`src/pftm_pkg.sv`:
```
package pftm_pkg;

    // Field and register widths.
    localparam int TPS_W       = 32;
    localparam int RPM_W       = 16;
    localparam int START_W     = 7;
    localparam int PPR_W       = 4;
    localparam int DUTY_W      = 8;
    localparam int APB_ADDR_W  = 4;
    localparam int APB_DATA_W  = 32;
    localparam int S_TDATA_W   = 8;
    localparam int M_TDATA_W   = 32;
    localparam int M_PAD_W     = M_TDATA_W - DUTY_W - RPM_W - 1;

    // Arithmetic constants.
    localparam logic [6:0] PCT_SCALE   = 7'd100;
    localparam logic [6:0] START_LIMIT = 7'd100;
    localparam logic [5:0] SEC_PER_MIN = 6'd60;

    // Quotient bits resolved by the serial divider for duty and speed.
    localparam int DUTY_QBITS = 9;
    localparam int SPD_QBITS  = 16;
    // Width of ticks_per_second * 60 and of rpm * pulses * 2.
    localparam int HALF_NUM_W = TPS_W + 6;
    localparam int HALF_DEN_W = RPM_W + PPR_W + 1;
    localparam int SPD_PROD_W = RPM_W + DUTY_W;

    // Configuration register indexes.
    localparam logic [1:0] REG_TPS   = 2'd0;
    localparam logic [1:0] REG_MAX   = 2'd1;
    localparam logic [1:0] REG_START = 2'd2;
    localparam logic [1:0] REG_PPR   = 2'd3;

    // Register reset values.
    localparam logic [TPS_W-1:0]   TPS_RESET   = 32'd1000000;
    localparam logic [RPM_W-1:0]   MAX_RESET   = 16'd8000;
    localparam logic [START_W-1:0] START_RESET = 7'd20;
    localparam logic [PPR_W-1:0]   PPR_RESET   = 4'd2;

    typedef struct packed {
        logic [TPS_W-1:0]   tps;
        logic [RPM_W-1:0]   max_rpm;
        logic [START_W-1:0] start_duty;
        logic [PPR_W-1:0]   ppr;
    } pftm_cfg_t;

    typedef enum logic [2:0] {
        ST_IDLE,
        ST_SPD_PRE,
        ST_LOAD,
        ST_CHECK,
        ST_RUN,
        ST_FINISH,
        ST_TACH_PRE,
        ST_OUT
    } pftm_state_t;

    typedef enum logic [1:0] {
        OP_DUTY,
        OP_SPEED,
        OP_HALF
    } pftm_op_t;

    typedef struct packed {
        logic     accept;
        logic     load;
        logic     step;
        logic     finish;
        logic     ovf;
        pftm_op_t op;
        logic     spd_zero;
        logic     spd_max;
        logic     tach_clear;
        logic     out_load;
    } pftm_cmd_t;

    typedef struct packed {
        logic pre_ovf;
        logic last_step;
        logic duty_lt_start;
        logic start_ge_100;
        logic tach_stop;
    } pftm_status_t;

endpackage

```
`src/pftm_ctrl.sv`:
```
module pftm_ctrl (
    input  logic                  aclk,
    input  logic                  aresetn,
    input  logic                  s_tvalid,
    input  logic                  s_kind,
    output logic                  s_tready,
    output logic                  m_tvalid,
    input  logic                  m_tready,
    input  pftm_pkg::pftm_status_t status,
    output pftm_pkg::pftm_cmd_t    cmd
);
    import pftm_pkg::*;

    pftm_state_t state_reg, state_next;
    pftm_op_t    op_reg, op_next;
    logic        m_tvalid_reg, m_tvalid_next;

    // Where the sequence goes once a division has been applied.
    function automatic pftm_state_t state_after(pftm_op_t op);
        case (op)
            OP_SPEED: return ST_TACH_PRE;
            default:  return ST_OUT;
        endcase
    endfunction

    always_ff @(posedge aclk) begin
        if (!aresetn) begin
            state_reg    <= ST_IDLE;
            op_reg       <= OP_DUTY;
            m_tvalid_reg <= 1'b0;
        end else begin
            state_reg    <= state_next;
            op_reg       <= op_next;
            m_tvalid_reg <= m_tvalid_next;
        end
    end

    always_comb begin
        state_next    = state_reg;
        op_next       = op_reg;
        m_tvalid_next = m_tvalid_reg && !m_tready;
        s_tready      = 1'b0;
        cmd           = '0;
        cmd.op        = op_reg;
        case (state_reg)
            ST_IDLE: begin
                s_tready = 1'b1;
                if (s_tvalid) begin
                    cmd.accept = 1'b1;
                    if (s_kind) begin
                        op_next    = OP_DUTY;
                        state_next = ST_LOAD;
                    end else begin
                        state_next = ST_SPD_PRE;
                    end
                end
            end
            ST_SPD_PRE: begin
                if (status.duty_lt_start) begin
                    cmd.spd_zero = 1'b1;
                    state_next   = ST_TACH_PRE;
                end else if (status.start_ge_100) begin
                    cmd.spd_max = 1'b1;
                    state_next  = ST_TACH_PRE;
                end else begin
                    op_next    = OP_SPEED;
                    state_next = ST_LOAD;
                end
            end
            ST_LOAD: begin
                cmd.load   = 1'b1;
                state_next = ST_CHECK;
            end
            ST_CHECK: begin
                if (status.pre_ovf) begin
                    cmd.finish = 1'b1;
                    cmd.ovf    = 1'b1;
                    state_next = state_after(op_reg);
                end else begin
                    state_next = ST_RUN;
                end
            end
            ST_RUN: begin
                cmd.step = 1'b1;
                if (status.last_step) begin
                    state_next = ST_FINISH;
                end
            end
            ST_FINISH: begin
                cmd.finish = 1'b1;
                state_next = state_after(op_reg);
            end
            ST_TACH_PRE: begin
                if (status.tach_stop) begin
                    cmd.tach_clear = 1'b1;
                    state_next     = ST_OUT;
                end else begin
                    op_next    = OP_HALF;
                    state_next = ST_LOAD;
                end
            end
            ST_OUT: begin
                if (!m_tvalid_reg || m_tready) begin
                    cmd.out_load  = 1'b1;
                    m_tvalid_next = 1'b1;
                    state_next    = ST_IDLE;
                end
            end
            default: begin
                state_next = ST_IDLE;
            end
        endcase
    end

    assign m_tvalid = m_tvalid_reg;

endmodule

```
`src/pftm_dp.sv`:
```
module pftm_dp #(
    parameter int COUNT_WIDTH = 32
) (
    input  logic                          aclk,
    input  logic                          aresetn,
    input  logic                          in_kind,
    input  logic                          in_level,
    input  pftm_pkg::pftm_cfg_t           cfg,
    input  pftm_pkg::pftm_cmd_t           cmd,
    output pftm_pkg::pftm_status_t        status,
    output logic                          out_tach,
    output logic [pftm_pkg::RPM_W-1:0]    out_rpm,
    output logic [pftm_pkg::DUTY_W-1:0]   out_duty
);
    import pftm_pkg::*;

    localparam int CW      = COUNT_WIDTH;
    localparam int DUTY_PW = CW + 7;
    // Quotient bits for the half period; a wider quotient never fits the counter.
    localparam int HB      = (CW < HALF_NUM_W) ? CW : HALF_NUM_W;
    localparam int SW      = (HB > SPD_QBITS) ? HB : SPD_QBITS;
    localparam int RW_A    = (CW > HALF_DEN_W) ? CW : HALF_DEN_W;
    localparam int RW      = (RW_A > HALF_NUM_W - HB) ? RW_A : HALF_NUM_W - HB;
    localparam int CNTW    = $clog2(SW + 1);
    localparam int CMPW    = (CW > SW) ? CW : SW;
    localparam logic [CW-1:0] CNT_MAX = {CW{1'b1}};

    logic                  pwm_prev_reg, pwm_prev_next;
    logic [CW-1:0]         ticks_reg, ticks_next;
    logic [CW-1:0]         period_reg, period_next;
    logic [CW-1:0]         high_reg, high_next;
    logic [CW-1:0]         tach_cnt_reg, tach_cnt_next;
    logic [RPM_W-1:0]      rpm_reg, rpm_next;
    logic [DUTY_W-1:0]     duty_reg, duty_next;
    logic                  tach_out_reg, tach_out_next;

    logic [RW-1:0]         rem_reg, rem_next;
    logic [RW-1:0]         den_reg, den_next;
    logic [SW-1:0]         num_reg, num_next;
    logic [SW-1:0]         quo_reg, quo_next;
    logic [CNTW-1:0]       cnt_reg, cnt_next;

    logic                  out_tach_reg, out_tach_next;
    logic [RPM_W-1:0]      out_rpm_reg, out_rpm_next;
    logic [DUTY_W-1:0]     out_duty_reg, out_duty_next;

    logic [DUTY_PW-1:0]    duty_prod;
    logic [DUTY_W-1:0]     spd_diff;
    logic [SPD_PROD_W-1:0] spd_prod;
    logic [HALF_NUM_W-1:0] half_num;
    logic [HALF_DEN_W-1:0] half_den;
    logic [RW:0]           trial;
    logic [RW:0]           trial_diff;
    logic                  fits;
    logic [CW-1:0]         ticks_inc;
    logic [CW-1:0]         tach_inc;
    logic [SW-1:0]         quo_half;
    logic                  half_hit;

    always_ff @(posedge aclk) begin
        if (!aresetn) begin
            pwm_prev_reg <= 1'b0;
            ticks_reg    <= '0;
            period_reg   <= '0;
            high_reg     <= '0;
            tach_cnt_reg <= '0;
            rpm_reg      <= '0;
            duty_reg     <= '0;
            tach_out_reg <= 1'b0;
        end else begin
            pwm_prev_reg <= pwm_prev_next;
            ticks_reg    <= ticks_next;
            period_reg   <= period_next;
            high_reg     <= high_next;
            tach_cnt_reg <= tach_cnt_next;
            rpm_reg      <= rpm_next;
            duty_reg     <= duty_next;
            tach_out_reg <= tach_out_next;
        end
    end

    always_ff @(posedge aclk) begin
        rem_reg      <= rem_next;
        den_reg      <= den_next;
        num_reg      <= num_next;
        quo_reg      <= quo_next;
        cnt_reg      <= cnt_next;
        out_tach_reg <= out_tach_next;
        out_rpm_reg  <= out_rpm_next;
        out_duty_reg <= out_duty_next;
    end

    always_comb begin
        duty_prod  = DUTY_PW'(high_reg) * DUTY_PW'(PCT_SCALE);
        spd_diff   = duty_reg - DUTY_W'(cfg.start_duty);
        spd_prod   = SPD_PROD_W'(cfg.max_rpm) * SPD_PROD_W'(spd_diff);
        half_num   = HALF_NUM_W'(cfg.tps) * HALF_NUM_W'(SEC_PER_MIN);
        half_den   = (HALF_DEN_W'(rpm_reg) * HALF_DEN_W'(cfg.ppr)) << 1;

        // One restoring step: bring down the next dividend bit and try to subtract.
        trial      = {rem_reg, num_reg[SW-1]};
        trial_diff = trial - {1'b0, den_reg};
        fits       = trial >= {1'b0, den_reg};

        ticks_inc  = (ticks_reg == CNT_MAX) ? ticks_reg : ticks_reg + 1'b1;
        tach_inc   = (tach_cnt_reg == CNT_MAX) ? tach_cnt_reg : tach_cnt_reg + 1'b1;
        quo_half   = (quo_reg == '0) ? SW'(1) : quo_reg;
        half_hit   = CMPW'(tach_inc) >= CMPW'(quo_half);

        pwm_prev_next = pwm_prev_reg;
        ticks_next    = ticks_reg;
        period_next   = period_reg;
        high_next     = high_reg;
        tach_cnt_next = tach_cnt_reg;
        rpm_next      = rpm_reg;
        duty_next     = duty_reg;
        tach_out_next = tach_out_reg;
        rem_next      = rem_reg;
        den_next      = den_reg;
        num_next      = num_reg;
        quo_next      = quo_reg;
        cnt_next      = cnt_reg;
        out_tach_next = out_tach_reg;
        out_rpm_next  = out_rpm_reg;
        out_duty_next = out_duty_reg;

        if (cmd.accept) begin
            if (in_kind) begin
                if (in_level && !pwm_prev_reg) begin
                    if (ticks_reg != '0) begin
                        period_next = ticks_reg;
                    end
                    ticks_next = '0;
                end else if (!in_level && pwm_prev_reg) begin
                    high_next = ticks_reg;
                end
                pwm_prev_next = in_level;
            end else begin
                ticks_next = ticks_inc;
            end
        end

        if (cmd.load) begin
            quo_next = '0;
            case (cmd.op)
                OP_DUTY: begin
                    rem_next = RW'(duty_prod >> DUTY_QBITS);
                    den_next = RW'(period_reg);
                    num_next = SW'({{SW{1'b0}}, duty_prod} << (SW - DUTY_QBITS));
                    cnt_next = CNTW'(DUTY_QBITS);
                end
                OP_SPEED: begin
                    rem_next = RW'(spd_prod >> SPD_QBITS);
                    den_next = RW'(PCT_SCALE - cfg.start_duty);
                    num_next = SW'({{SW{1'b0}}, spd_prod} << (SW - SPD_QBITS));
                    cnt_next = CNTW'(SPD_QBITS);
                end
                OP_HALF: begin
                    rem_next = RW'(half_num >> HB);
                    den_next = RW'(half_den);
                    num_next = SW'({{SW{1'b0}}, half_num} << (SW - HB));
                    cnt_next = CNTW'(HB);
                end
                default: begin
                    rem_next = '0;
                    den_next = '0;
                    num_next = '0;
                    cnt_next = '0;
                end
            endcase
        end

        if (cmd.step) begin
            rem_next = fits ? trial_diff[RW-1:0] : trial[RW-1:0];
            num_next = num_reg << 1;
            quo_next = {quo_reg[SW-2:0], fits};
            cnt_next = cnt_reg - 1'b1;
        end

        if (cmd.finish) begin
            case (cmd.op)
                OP_DUTY: begin
                    if (period_reg == '0) begin
                        duty_next = '0;
                    end else if (cmd.ovf || quo_reg > SW'(255)) begin
                        duty_next = '1;
                    end else begin
                        duty_next = quo_reg[DUTY_W-1:0];
                    end
                end
                OP_SPEED: begin
                    rpm_next = cmd.ovf ? '1 : quo_reg[RPM_W-1:0];
                end
                OP_HALF: begin
                    // An overflowed half period lies beyond the counter's reach.
                    if (!cmd.ovf && half_hit) begin
                        tach_cnt_next = '0;
                        tach_out_next = !tach_out_reg;
                    end else begin
                        tach_cnt_next = tach_inc;
                    end
                end
                default: begin
                    duty_next = duty_reg;
                end
            endcase
        end

        if (cmd.spd_zero) begin
            rpm_next = '0;
        end
        if (cmd.spd_max) begin
            rpm_next = cfg.max_rpm;
        end
        if (cmd.tach_clear) begin
            tach_cnt_next = '0;
        end

        if (cmd.out_load) begin
            out_tach_next = tach_out_reg;
            out_rpm_next  = rpm_reg;
            out_duty_next = duty_reg;
        end
    end

    always_comb begin
        status.pre_ovf       = rem_reg >= den_reg;
        status.last_step     = cnt_reg == CNTW'(1);
        status.duty_lt_start = duty_reg < DUTY_W'(cfg.start_duty);
        status.start_ge_100  = cfg.start_duty >= START_LIMIT;
        status.tach_stop     = (rpm_reg == '0) || (cfg.tps == '0) || (cfg.ppr == '0);
    end

    assign out_tach = out_tach_reg;
    assign out_rpm  = out_rpm_reg;
    assign out_duty = out_duty_reg;

endmodule

```
`src/pwm_fan_tach_model_core.sv`:
```
// PWM fan and tachometer model.
//
// Input channel (s_): one transfer per event. s_tuser[0] is the kind (0 = one machine
// tick, 1 = the pwm pin was written) and s_tdata[0] is the new pin level. Result
// channel (m_): exactly one transfer per input item, carrying the tach level, the
// fan speed in rpm and the measured duty percent after that item.
// Configuration goes through the APB port: ticks per second, maximum rpm, start
// duty and pulses per revolution at byte addresses 0, 4, 8 and 12. Write only
// while no item is in flight.
// Items are handled one at a time by a controller driving one restoring divider
// that resolves a quotient bit per cycle, so the bit counts set the timing. A pwm
// item runs the duty division, cut short after its check when the period is zero
// or the quotient overflows. A tick item runs the speed division unless the speed
// is zero or full, then the half period division of min(COUNT_WIDTH, 38) bits
// unless the tach is stopped. The input opens again in the cycle after the result is written.
// The result sits in an output register; the next item is taken while a result
// still waits, and a stalled receiver holds the block only when a second result
// is ready to be written. A synchronous reset restores the register defaults,
// clears the model counters, the speed and the tach line, and empties the output.
module pwm_fan_tach_model_core #(
    parameter int COUNT_WIDTH = 32
) (
    input  logic                              aclk,
    input  logic                              aresetn,
    // Input stream.
    input  logic                              s_tvalid,
    output logic                              s_tready,
    input  logic [pftm_pkg::S_TDATA_W-1:0]    s_tdata,   // [0] pin level, rest zero
    input  logic [0:0]                        s_tuser,   // [0] kind
    // Result stream.
    output logic                              m_tvalid,
    input  logic                              m_tready,
    output logic [pftm_pkg::M_TDATA_W-1:0]    m_tdata,   // [0] tach level, [16:1] rpm,
                                                         // [24:17] duty_percent
    // Configuration port.
    input  logic                              psel,
    input  logic                              penable,
    input  logic                              pwrite,
    input  logic [pftm_pkg::APB_ADDR_W-1:0]   paddr,
    input  logic [pftm_pkg::APB_DATA_W-1:0]   pwdata,
    output logic [pftm_pkg::APB_DATA_W-1:0]   prdata,
    output logic                              pready
);
    import pftm_pkg::*;

    pftm_cfg_t    cfg_reg, cfg_next;
    pftm_cmd_t    cmd;
    pftm_status_t status;
    logic         cfg_wr;
    logic [1:0]   reg_idx;
    logic         out_tach;
    logic [RPM_W-1:0]  out_rpm;
    logic [DUTY_W-1:0] out_duty;

    // Register file. The write lands in the access phase of the transfer.
    assign pready  = 1'b1;
    assign cfg_wr  = psel && penable && pwrite && pready;
    assign reg_idx = paddr[3:2];

    always_ff @(posedge aclk) begin
        if (!aresetn) begin
            cfg_reg.tps        <= TPS_RESET;
            cfg_reg.max_rpm    <= MAX_RESET;
            cfg_reg.start_duty <= START_RESET;
            cfg_reg.ppr        <= PPR_RESET;
        end else begin
            cfg_reg <= cfg_next;
        end
    end

    always_comb begin
        cfg_next = cfg_reg;
        if (cfg_wr) begin
            case (reg_idx)
                REG_TPS:   cfg_next.tps        = pwdata[TPS_W-1:0];
                REG_MAX:   cfg_next.max_rpm    = pwdata[RPM_W-1:0];
                REG_START: cfg_next.start_duty = pwdata[START_W-1:0];
                REG_PPR:   cfg_next.ppr        = pwdata[PPR_W-1:0];
                default:   cfg_next = cfg_reg;
            endcase
        end
    end

    always_comb begin
        case (reg_idx)
            REG_TPS:   prdata = APB_DATA_W'(cfg_reg.tps);
            REG_MAX:   prdata = APB_DATA_W'(cfg_reg.max_rpm);
            REG_START: prdata = APB_DATA_W'(cfg_reg.start_duty);
            REG_PPR:   prdata = APB_DATA_W'(cfg_reg.ppr);
            default:   prdata = '0;
        endcase
    end

    // Sequencer: decides which division runs and when the result is written.
    pftm_ctrl u_ctrl (
        .aclk     (aclk),
        .aresetn  (aresetn),
        .s_tvalid (s_tvalid),
        .s_kind   (s_tuser[0]),
        .s_tready (s_tready),
        .m_tvalid (m_tvalid),
        .m_tready (m_tready),
        .status   (status),
        .cmd      (cmd)
    );

    // Model state, the shared divider and the output register.
    pftm_dp #(
        .COUNT_WIDTH (COUNT_WIDTH)
    ) u_dp (
        .aclk     (aclk),
        .aresetn  (aresetn),
        .in_kind  (s_tuser[0]),
        .in_level (s_tdata[0]),
        .cfg      (cfg_reg),
        .cmd      (cmd),
        .status   (status),
        .out_tach (out_tach),
        .out_rpm  (out_rpm),
        .out_duty (out_duty)
    );

    assign m_tdata = {{M_PAD_W{1'b0}}, out_duty, out_rpm, out_tach};

    // Only one item is in work at a time, so the input closes right after a transfer.
    a_one_item: assert property (@(posedge aclk) disable iff (!aresetn)
        s_tvalid && s_tready |=> !s_tready)
        else $error("input accepted while an item is still in work");

    // No item completes in the cycle that follows its own transfer.
    a_no_instant_result: assert property (@(posedge aclk) disable iff (!aresetn)
        s_tvalid && s_tready |=> !$rose(m_tvalid))
        else $error("result raised directly after an input transfer");

    // An input transfer never coincides with a divider step, a finish or a result write.
    a_cmd_exclusive: assert property (@(posedge aclk) disable iff (!aresetn)
        cmd.accept |-> !cmd.out_load && !cmd.step && !cmd.finish)
        else $error("input transfer overlaps divider or output work");

endmodule

```
`config.mk`:
```
export PLATFORM = sky130hd
export DESIGN_NAME = pwm_fan_tach_model_core
export DESIGN_NICKNAME = d
export VERILOG_FILES = /design/src/pftm_pkg.sv /design/src/pftm_ctrl.sv /design/src/pftm_dp.sv /design/src/pwm_fan_tach_model_core.sv
export SDC_FILE = /design/constraint.sdc
export NUM_CORES = 2
export LEC_CHECK = 0
export BUFFER_PORTS_ARGS = -buffer_cell sky130_fd_sc_hd__buf_4
export CAP_MARGIN = 30
export CORE_MARGIN = 10
export CORE_UTILIZATION = 60
export CTS_CLUSTER_SIZE = 10
export DETAILED_ROUTE_END_ITERATION = 10
export PLACE_DENSITY_LB_ADDON = 0.08
export SLEW_MARGIN = 15
export SYNTH_ARGS = -nofsm -noshare
export SYNTH_HDL_FRONTEND = slang
export SYNTH_SLANG_ARGS = --single-unit
```
`constraint.sdc`:
```
create_clock -name aclk -period 8.6 [get_ports aclk]
set_clock_uncertainty 0.2 [all_clocks]
set_input_delay 2.58 -clock aclk [delete_from_list [all_inputs] [get_ports aclk]]
set_output_delay 2.58 -clock aclk [all_outputs]
set_load 0.01 [all_outputs]
```
==> impl_metrics.yaml <==
critical_path:
  timing.critical_path.required_ns: 8.71
  critPathMaxStageDelay_ns: 0.56
  rrSetupSlack_ns: 0.67
  slowest_stage_cell_on_the_critical_path: "sky130_fd_sc_hd__a2111oi_0"
  crit_fanout: 16
  ff_to_ff_start: "cfg_reg[5]"
  critPathCaptureType: "flip-flop"
  start_kind: "flip-flop"
  worstReg2RegEnd: "u_dp.rem_reg[6]"
  worst-endpoint-arrival_ns: 8.04
  rr_worst_depth: 30
  worst-setup-path-type: "flip-flop to flip-flop"
cells_and_area:
  largest_reg_flops: 59
  syn_to_final_growth_pct: 8.69
  nNetsFinal: 4333
  num_antenna_cells: 0
  n_fill_cell: 4449
  layout-drive-gt1-share_pct: 6.51
  total_non_filler_cell_area_in_the_finished_layout_um2: 35700
logic_synthesis:
  synth.top_cell.area_share_pct: 14.4
  number_of_enable_type_register_cells_in_the_synthesized_netlist: 157
  synth.lib_cells_used.distinct: 82
  synth_top_flop_cell: "sky130_fd_sc_hd__dfxtp_1"
  synth.ff_latch_count: 376
  synth_top_cells_by_count: "sky130_fd_sc_hd__nand2_1 (461), sky130_fd_sc_hd__inv_1 (435), sky130_fd_sc_hd__ha_1 (334), sky130_fd_sc_hd__dfxtp_1 (219), sky130_fd_sc_hd__nor2_1 (211)"
  ys_top_cells_by_area: "sky130_fd_sc_hd__edfxtp_1 (14%), sky130_fd_sc_hd__dfxtp_1 (13%), sky130_fd_sc_hd__ha_1 (13%)"
  average_instance_area_after_synthesis_um2: 8.84
  yosys_warnings: 0
  sequential_to_total_area_share_from_yosys_stat_pct: 27.7
  mappedNetlistArea_um2: 32800
  post_synth_inst_count: 3713
  yosysMostFrequentCell: "sky130_fd_sc_hd__nand2_1"
  synth_largest_area_cell: "sky130_fd_sc_hd__edfxtp_1"
  asyncSetResetFlopFracSynth_pct: 0
drt:
  remaining_drc_errors: 0
  vias_per_instance: 6.00
  detailed_route_wire_length_per_cell_um: 20.0
  first_pass_iters: 5
  drtIter0Drc: 2330
  dr_total_vias: 26900
  route.final.wire_length_mm: 89.7
  final_antenna_net_count: 0
clocking:
  cts_setup_buffers: 0
  postCtsResizedCells: 0
  cts_hold_repair.buffers: 0
  htree_num_levels: 2
  max-clock-path-buffers: 3
  cts.sink_count: 376
  clk_pin_slew_worst_paths_ns: 0.06
  worstSkewPairLatency_ns: 0.59
  clock_tree_from_tritoncts: "done"
  clockRootBuffer: "sky130_fd_sc_hd__clkbuf_16"
  cts-buffers-inserted: 47
global_routing:
  grt_max_degree: 86
  met1_usage_pct: 38.4
  global_route.usage.met3_pct: 3.86
  global_route.overflow_total: 0
  grt_first_pass_wirelength_mm: 143
  grt_use_total_pct: 27.6
  first_global_vias: 26700
  groute.layer.met2.usage_pct: 44.3
  top_usage_layer: "met2"
  grt_antenna_before_repair: 1
power_and_ir_drop:
  power-per-cell-area_nw_per_um2: 220
  worst_vdd_ir_v: 0.000250
  leakage_nw: 16.6
flow_run:
  timing.max_cap.violations: 0
timing:
  final_min_period_over_clock_period_pct: 92.2
  max_slew_violation_count: 0
  tightestPinTransition_ns: 1.00
  max_clock_freq_mhz: 126
  finalCriticalPeriod_ns: 7.93
  timing.setup.tns_ns: 0
  finalSetupViolations: 0
  rsz0062_at_grt: "false"
  worst_slew_margin_rel_pct: 33.3
  report.final.hold_viol_count: 0
placed_design:
  gp_congestion: 0.912
  placement.io_buffers: 101
  placement.cell_area_um2: 34100
  place_hpwl_mm: 68.9
floorplan:
  dieHeight_um: 254
  fp.dieArea_um2: 64500
  std_cell_rows: 85
  boundaryPins: 119
  effective_utilization_at_floorplan_pct: 60.8
  die_x_um: 254
  floorplan.core_area_um2: 54000
run_status:
  status: "complete, no violations"
hold_path:
  hold_path.class: "flip-flop to flip-flop"
  min-delay-start: "u_dp.tach_out_reg"
  hold-path-cell-count: 0
  min_delay_worst_endpoint: "u_dp.out_tach"
[critical path: cells and delay by family, from the launching register on]
kind | cells | cell delay, ns
AOI/OAI and AO/OA | 13 | 2.81
adders and majority gates | 6 | 2.80
buffers and inverters | 5 | 0.53
DFF | 1 | 0.45
and+or+nand+nor | 4 | 0.42
xor gates and xnor gates | 2 | 0.42
[kinds of logic (layout without fill, tap and decap cells)]
kind of cell | count (synthesis) | in the layout | synth area share (%)
and+or+nand+nor | 1190 | 1190 | 17.3
buffers and inverters | 601 | 663 | 7.04
other | 2 | 8 | 0.0229
adders and majority gates | 536 | 536 | 25.0
DFF | 376 | 376 | 27.7
AOI/OAI and AO/OA | 737 | 737 | 15.1
muxes | 94 | 94 | 3.03
xor gates and xnor gates | 177 | 177 | 4.72
[stage by stage]
step / worst slack [ns] / util [%] / total power [mW] / std cells / hold WS [ns]
after detailed placement: 0.793 / 63.2 / 5.88 / 4385 / 0.252
after global placement: 0.798 / 63.1 / 5.77 / 4382 / 0.249
after floorplan: 1.54 / - / 4.92 / 3719 / 0.217
after global routing: 0.370 / 66.0 / 8.34 / 4477 / 0.285
after CTS: 0.771 / 65.9 / 7.82 / 4470 / 0.265
final: 0.669 / 66.0 / 7.85 / 4477 / 0.264
[per-layer routing]
metal  part of all wire, %  routed length (um)
met1                    46               41100
met4                   2.3                2020
met2                    46               40900
met5                     0                   0
met3                   6.4                5730
[placed cells by master (no fill, tap or decap), types with 16 or more instances in the layout]
master and n:
sky130_fd_sc_hd__xor2_1 75, sky130_fd_sc_hd__nand4_1 49, sky130_fd_sc_hd__o21a_1 24, sky130_fd_sc_hd__xnor2_1 101, sky130_fd_sc_hd__nor3_1 47, sky130_fd_sc_hd__a21oi_1 147
sky130_fd_sc_hd__mux2i_1 88, sky130_fd_sc_hd__a21boi_0 77, sky130_fd_sc_hd__a211oi_1 29, sky130_fd_sc_hd__edfxtp_1 157, sky130_fd_sc_hd__clkbuf_16 48, sky130_fd_sc_hd__nor2_1 209
sky130_fd_sc_hd__ha_1 334, sky130_fd_sc_hd__buf_4 133, sky130_fd_sc_hd__and2_1 97, sky130_fd_sc_hd__o22ai_1 23, sky130_fd_sc_hd__nor4_1 36, sky130_fd_sc_hd__clkbuf_1 22
sky130_fd_sc_hd__o211ai_1 24, sky130_fd_sc_hd__and3_1 45, sky130_fd_sc_hd__fa_1 202, sky130_fd_sc_hd__a21o_1 82, sky130_fd_sc_hd__nor2b_1 78, sky130_fd_sc_hd__inv_1 434
sky130_fd_sc_hd__nand2_1 461, sky130_fd_sc_hd__nand3_1 76, sky130_fd_sc_hd__dfxtp_1 219, sky130_fd_sc_hd__a31oi_1 20, sky130_fd_sc_hd__o21ai_0 140, sky130_fd_sc_hd__nand2b_1 37
sky130_fd_sc_hd__a22o_1 23, sky130_fd_sc_hd__or3_1 16, sky130_fd_sc_hd__o211a_1 19, sky130_fd_sc_hd__o21bai_1 17
[where the power goes]
group	internal, mW	leakage (nW)	total (mW)	switching [mW]
Clock	1.12	0.716	1.92	0.795
Sequential	2.33	3.26	2.65	0.319
Combinational	1.28	12.7	3.28	2.00
Total	4.74	16.6	7.85	3.11
[worst max-delay path by stage]
| stage | to | start | depth (start not counted) | slack, ns |
|---|---|---|---|---|
| after global placement | u_dp.rem_reg[6] | cfg_reg[5] | 30 | 0.80 |
| after CTS | u_dp.rem_reg[6] | cfg_reg[5] | 30 | 0.77 |
| after floorplan | u_dp.rem_reg[6] | cfg_reg[5] | 30 | 1.54 |
| after global routing | u_dp.rem_reg[6] | cfg_reg[5] | 30 | 0.37 |
| final | u_dp.rem_reg[6] | cfg_reg[5] | 30 | 0.67 |
| after detailed placement | u_dp.rem_reg[6] | cfg_reg[5] | 30 | 0.79 |
[final cells by class]
type	count	area [um2]	share of cell area [%]
Multi-Input combinational cell	2742	21500	60.3
Sequential cell	376	9100	25.5
Inverter	436	1640	4.59
Clock buffer	77	1380	3.87
Timing Repair Buffer	142	1100	3.10
Tap cell	696	871	2.44
Clock inverter	8	83.8	0.235
No activity file was read; power rests on OpenSTA's default activity.
